[config.mk]
export PLATFORM = sky130hd
export DESIGN_NAME = sps_divider
export DESIGN_NICKNAME = d
export VERILOG_FILES = /design/src/rtl/sps_divider.sv
export SDC_FILE = /design/constraint.sdc
export NUM_CORES = 1
export LEC_CHECK = 0
export BUFFER_PORTS_ARGS = -buffer_cell sky130_fd_sc_hd__buf_2
export CORE_MARGIN = 5
export CORE_UTILIZATION = 57
export DETAILED_ROUTE_END_ITERATION = 10
export GPL_ROUTABILITY_DRIVEN = 0
export PLACE_DENSITY = 0.86
export SLEW_MARGIN = 20
export SYNTH_ARGS = -nofsm -noshare
export SYNTH_HDL_FRONTEND = slang
export SYNTH_SLANG_ARGS = --single-unit
[constraint.sdc]
create_clock -name i_clk -period 4.75 [get_ports i_clk]
set_clock_uncertainty 0.05 [all_clocks]
set_input_delay 0.95 -clock i_clk [delete_from_list [all_inputs] [get_ports i_clk]]
set_output_delay 0.95 -clock i_clk [all_outputs]
set_load 0.05 [all_outputs]
[src/rtl/sps_divider.sv]
//------------------------------------------------------------------------------
// sps_divider
// radix-2 restoring divider, one quotient bit per cycle
//------------------------------------------------------------------------------
`default_nettype none
module sps_divider #(
    parameter int NW = 34,
    parameter int DW = 17
) (
    input  wire logic          i_clk,
    input  wire logic          i_rst_n,
    input  wire logic          i_start,
    input  wire logic [NW-1:0] i_num,
    input  wire logic [DW-1:0] i_den,
    output logic               o_done,
    output logic [NW-1:0]      o_quo,
    output logic [DW-1:0]      o_rem
);
    localparam int CW = $clog2(NW+1);
    logic [NW-1:0] r_quo, n_quo;
    logic [DW:0]   r_rem, n_rem;
    logic [DW-1:0] r_den;
    logic [CW-1:0] r_cnt, n_cnt;
    logic          r_busy, n_busy, r_done, n_done;
    logic [DW:0]   w_sh;

    always_comb begin
        n_quo  = r_quo;
        n_rem  = r_rem;
        n_cnt  = r_cnt;
        n_busy = r_busy;
        n_done = 1'b0;
        w_sh   = {r_rem[DW-1:0], r_quo[NW-1]};
        if (i_start) begin
            n_quo  = i_num;
            n_rem  = '0;
            n_cnt  = CW'(NW);
            n_busy = 1'b1;
        end else if (r_busy) begin
            if (w_sh >= {1'b0, r_den}) begin
                n_rem = w_sh - {1'b0, r_den};
                n_quo = {r_quo[NW-2:0], 1'b1};
            end else begin
                n_rem = w_sh;
                n_quo = {r_quo[NW-2:0], 1'b0};
            end
            n_cnt = r_cnt - 1'b1;
            if (r_cnt == CW'(1)) begin
                n_busy = 1'b0;
                n_done = 1'b1;
            end
        end
    end

    always_ff @(posedge i_clk) begin
        if (!i_rst_n) begin
            r_busy <= 1'b0;
            r_done <= 1'b0;
            r_cnt  <= '0;
        end else begin
            r_busy <= n_busy;
            r_done <= n_done;
            r_cnt  <= n_cnt;
        end
        r_quo <= n_quo;
        r_rem <= n_rem;
        if (i_start) r_den <= i_den;
    end

    assign o_done = r_done;
    assign o_quo  = r_quo;
    assign o_rem  = r_rem[DW-1:0];
endmodule
`default_nettype wire

Word-level counts from Yosys, hierarchy flattened
Index checks and enable logic that the tools add are counted.
Word-level totals
  memories kept: 0
  input port bits: 54
  memory bits (read-only): 0
  register bits: 76
  latch bits: 0
  word-level logic and storage cells: 26
  RAM bits: 0
  output and inout port bits: 52
Cells by class
  equality and inequality tests: 1
  divide/modulo/power cells: 0
  order comparisons: 1
  reduce and logical (&&, ||, !) cells: 3
  bitwise operators: 2
  multiplexer cells: 10
  multipliers: 0
  shifts and indexed selects: 0
  add/sub/neg operators: 2
Operators by type and width (number)
  $mux W34: 2
  $ge A18 B17 Y1: 1
  $mux W17: 1
  $sub A17 B17 Y17: 1
  $mux W6: 2
  $eq A6 B1 Y1 const B: 1
  $sub A6 B1 Y6 const B: 1
  $mux W1: 5
  $reduce_or A3 Y1: 1
  $not A1 Y1: 2
  $reduce_bool A2 Y1: 1
  $reduce_or A2 Y1: 1

Depth between registers and ports, before layout
  depth in word-level cells: 4
  depth in mapped cells: 11
  mapped depth without buffers: 10

Worst setup path after synthesis
No wires, ideal clock.
  path kind: register to register
  from: reg r_quo[33], in the netlist o_quo[33]
  to: reg r_rem[7]
  setup time: 0.091 ns
  data required time: 4.609 ns
  path buffers: 1
  clock period less this slack: 2.800 ns
  cell stages (with the launch flop): 12
  data arrival time: 2.659 ns
  path slack: 1.950 ns
  cell sequence: edfxtp_1 inv_1 ha_1 inv_1 fa_1 a21o_1 a221o_1 o211ai_2 a22o_4 buf_2 nand2_1 a311oi_1
Between the ends
  word-level cells in the longest chain between the ends: 2
  elaborated cells between the ends (all ways): 3
  classes of those cells: 1 x add/sub; 1 x order compare; 1 x mux
RTL lines
  start: declaration: RTL line 20  | logic [NW-1:0] r_quo, n_quo;
  start signal: assignment: RTL line 65  | r_quo <= n_quo;
  $sub A17 B17 Y17 or $ge A18 B17 Y1 (tied branches): RTL line 41, 40
  $mux W17 (*): RTL line 40  | if (w_sh >= {1'b0, r_den}) begin
  end signal: assignment: RTL line 66  | r_rem <= n_rem;
  end: declaration: RTL line 21  | logic [DW:0] r_rem, n_rem;
Mark *: on every way between the ends. The rest lies on a longest branch, timed or not.
A chain may end at the register's enable or synchronous reset.

Worst setup path after layout
  from: reg r_quo[33], in the netlist o_quo[33]
  to: reg r_rem[10]
Same word-level chain as after synthesis.

==> flow_metrics.env <==
export IMPL_post_cts_resized=0
export IMPL_reg2reg_depth=10
export IMPL_cap_violations=0
export IMPL_first_global_vias=3076
export IMPL_wl_per_cell_um=16.73
export IMPL_ir_drop_mv=0.3097
export IMPL_ios=106
export IMPL_dieHeight_um=93.12
export IMPL_cp_arrival_ns=2.88
export IMPL_relSlewSlack=0.2271
export IMPL_clk_latency_ns=0.36
export IMPL_die_area_um2=8670
export IMPL_setup_viol=0
export IMPL_dp_hpwl_mm=6.585
export IMPL_crit_path_end_kind="flop"
export IMPL_syn_inst=352
export IMPL_hold_viol_final=0
export IMPL_cts_setup_buffers=0
export IMPL_grt_overflow_total=0
export IMPL_core_um2=6756
export IMPL_cts_max_level=3
export IMPL_grt_util_all_layers=0.2107
export IMPL_clk_pin_slew_ns=0.09
export IMPL_cts_tree="done"
export IMPL_ys_seq_elements=76
export IMPL_path_max_fanout=24
export IMPL_clock_root_buffer="clkbuf_8"
export IMPL_area_delta_synth_final_pct=20.65
export IMPL_via_count=3176
export IMPL_drt_iter0_drc=211
export IMPL_holdBufCountCts=0
export IMPL_drc=0
export IMPL_yosys_warnings=0
export IMPL_drive_above_1_share=0.3571
export IMPL_synth_area_um2=3938
export IMPL_final_nets=531
export IMPL_worst_slew_pin_slew_ns=1.155
export IMPL_p_leak_uw=0.002067
export IMPL_power_total_uw=1733
export IMPL_portBuffers=105
export IMPL_status="completed"
export IMPL_cts_buffer_depth=2
export IMPL_startpoint_type="flop"
export IMPL_grt_max_degree=46
export IMPL_fin_setup_tns_ns=0
export IMPL_cts_buffers=9
export IMPL_initial_utilization=0.5828
export IMPL_clkSinkCount=76
export IMPL_dieWidth_um=93.12
export IMPL_max_freq_mhz=375.6
export IMPL_ys_types=50
export IMPL_synthArstFlopShare=0
export IMPL_dr_pass1_iters=6
export IMPL_rsz0062_at_grt="false"
export IMPL_critPathKind="reg -> reg"
export IMPL_utilization=0.7031
export IMPL_hold_path_class="reg -> reg"
export IMPL_layout_min_cycle_time_ns=2.662
export IMPL_num_antenna_cells=0
export IMPL_timing_hold_ws_ns=0.4630
export IMPL_antenna_found_initial=0
export IMPL_required_ns=4.97
export IMPL_fp_row_count=30
export IMPL_slew_violations=0
export IMPL_synth_edff_count=51
export IMPL_vias_per_cell=5.860
export IMPL_postRouteWirelength_mm=9.069
export IMPL_synth_ff_type="edfxtp_1"
export IMPL_syn_num_nets=426
export IMPL_avgSynthCellArea_um2=11.19
export IMPL_power_density_nw_per_um2=364.8
export IMPL_finalCritPeriodShare=0.5605
export IMPL_holdPathStages=2
export IMPL_ys_seq_area_frac=0.5160
export IMPL_grt_first_pass_wirelength_mm=14.35
export IMPL_ant_nets=0
layout by cell type, fill, tap and decap left out, types with 3 or more instances in the layout:
cell        n
inv_6       3
a21o_1      6
o31ai_1     3
o21ai_0    12
clkbuf_8    9
a311oi_1    4
nor3_1      3
or3_1       3
nand2_1    24
a31oi_1     5
nand2b_1    4
o311ai_0    3
mux2_2     34
inv_1      25
a211oi_1    3
xnor2_1    12
a21oi_1    16
ha_1       19
edfxtp_1   51
dfxtp_1    25
nand3_1    16
xor2_1      4
a32oi_1     8
nor2_1     27
buf_4       3
buf_2     105
path summary, 6_finish.rpt:
kind / slack [ns] / from / to
hold / removal: 0.46 / r_rem[16] / r_rem[16]
setup / recovery: 2.09 / o_quo[33] / r_rem[10]
hold reg to reg: 0.46 / r_rem[16] / r_rem[16]
setup reg to reg: 2.09 / o_quo[33] / r_rem[10]
logic make-up after synthesis:
| kind of cell | after synthesis | share of synthesized area |
|---|---|---|
| compound gates | 78 | 0.1405 |
| buf+inv | 39 | 0.04004 |
| flops | 76 | 0.5160 |
| fa+ha+maj | 20 | 0.06546 |
| mux | 34 | 0.09724 |
| simple gates | 89 | 0.1052 |
| xor+xnor | 16 | 0.03559 |
state kept, by name, indices dropped and copies added (netlist names):
name	count
o_quo	34
r_den	17
r_rem	17
r_cnt	6
o_done	1
r_busy	1
worst max-delay path, cell delays in order, from the launching register on:
cell	delay, ns
edfxtp_1	0.40
inv_1	0.07
ha_1	0.15
inv_1	0.05
fa_1	0.40
a21o_1	0.23
a221o_1	0.33
o211ai_2	0.25
a22o_4	0.31
nand2_1	0.09
a311oi_1	0.25
layer usage:
metal  global-route usage  vias to the layer above  wire length [um]
li1                     -                     1521                 -
met5                    0                        -                 0
met3              0.08608                       23               832
met1               0.2520                     1497              3538
met2               0.3395                      135              4435
met4              0.08181                        0               263
where the power goes:
part	leakage (uW)	switching (uW)	internal, uW
registers	0.000713	30.2	766
logic	0.00124	251	119
clock network	0.000113	261	305
cell usage after synthesis, drive strengths merged, types with 4 or more instances:
library cell  count  share of area
buf               8          0.010
dfxtp            25           0.13
nor2             27          0.026
a32oi             8          0.018
nand2b            4         0.0064
a311oi            4         0.0089
edfxtp           51           0.39
nand2            24          0.023
clkbuf            6         0.0057
inv              25          0.024
ha               19          0.060
o21ai            14          0.018
a21o              6          0.011
nand3            16          0.020
mux2             34          0.097
a31oi             5         0.0079
xor2              4         0.0089
xnor2            12          0.027
a21oi            16          0.020
o311ai            4         0.0089
metrics by stage:
stage | std cells | setup slack, ns | cell area, um^2
finish | 542 | 2.088 | 4751
global route | 542 | 1.837 | 4751
CTS | 542 | 2.097 | 4751
detailed placement | 526 | 2.063 | 4522
global placement | 526 | 2.031 | 4522
floorplan | 352 | 1.950 | 3938
final cells by class:
| class | instances | area (um^2) |
|---|---|---|
| Inverter | 25 | 93.84 |
| Multi-Input combinational cell | 237 | 1748 |
| Fill cell | 510 | 2006 |
| Timing Repair Buffer | 108 | 548.0 |
| Sequential cell | 76 | 2032 |
| Clock inverter | 7 | 105.1 |
| Tap cell | 80 | 100.1 |
| Clock buffer | 9 | 123.9 |
Note: power is estimated with default switching activity, not from simulation.
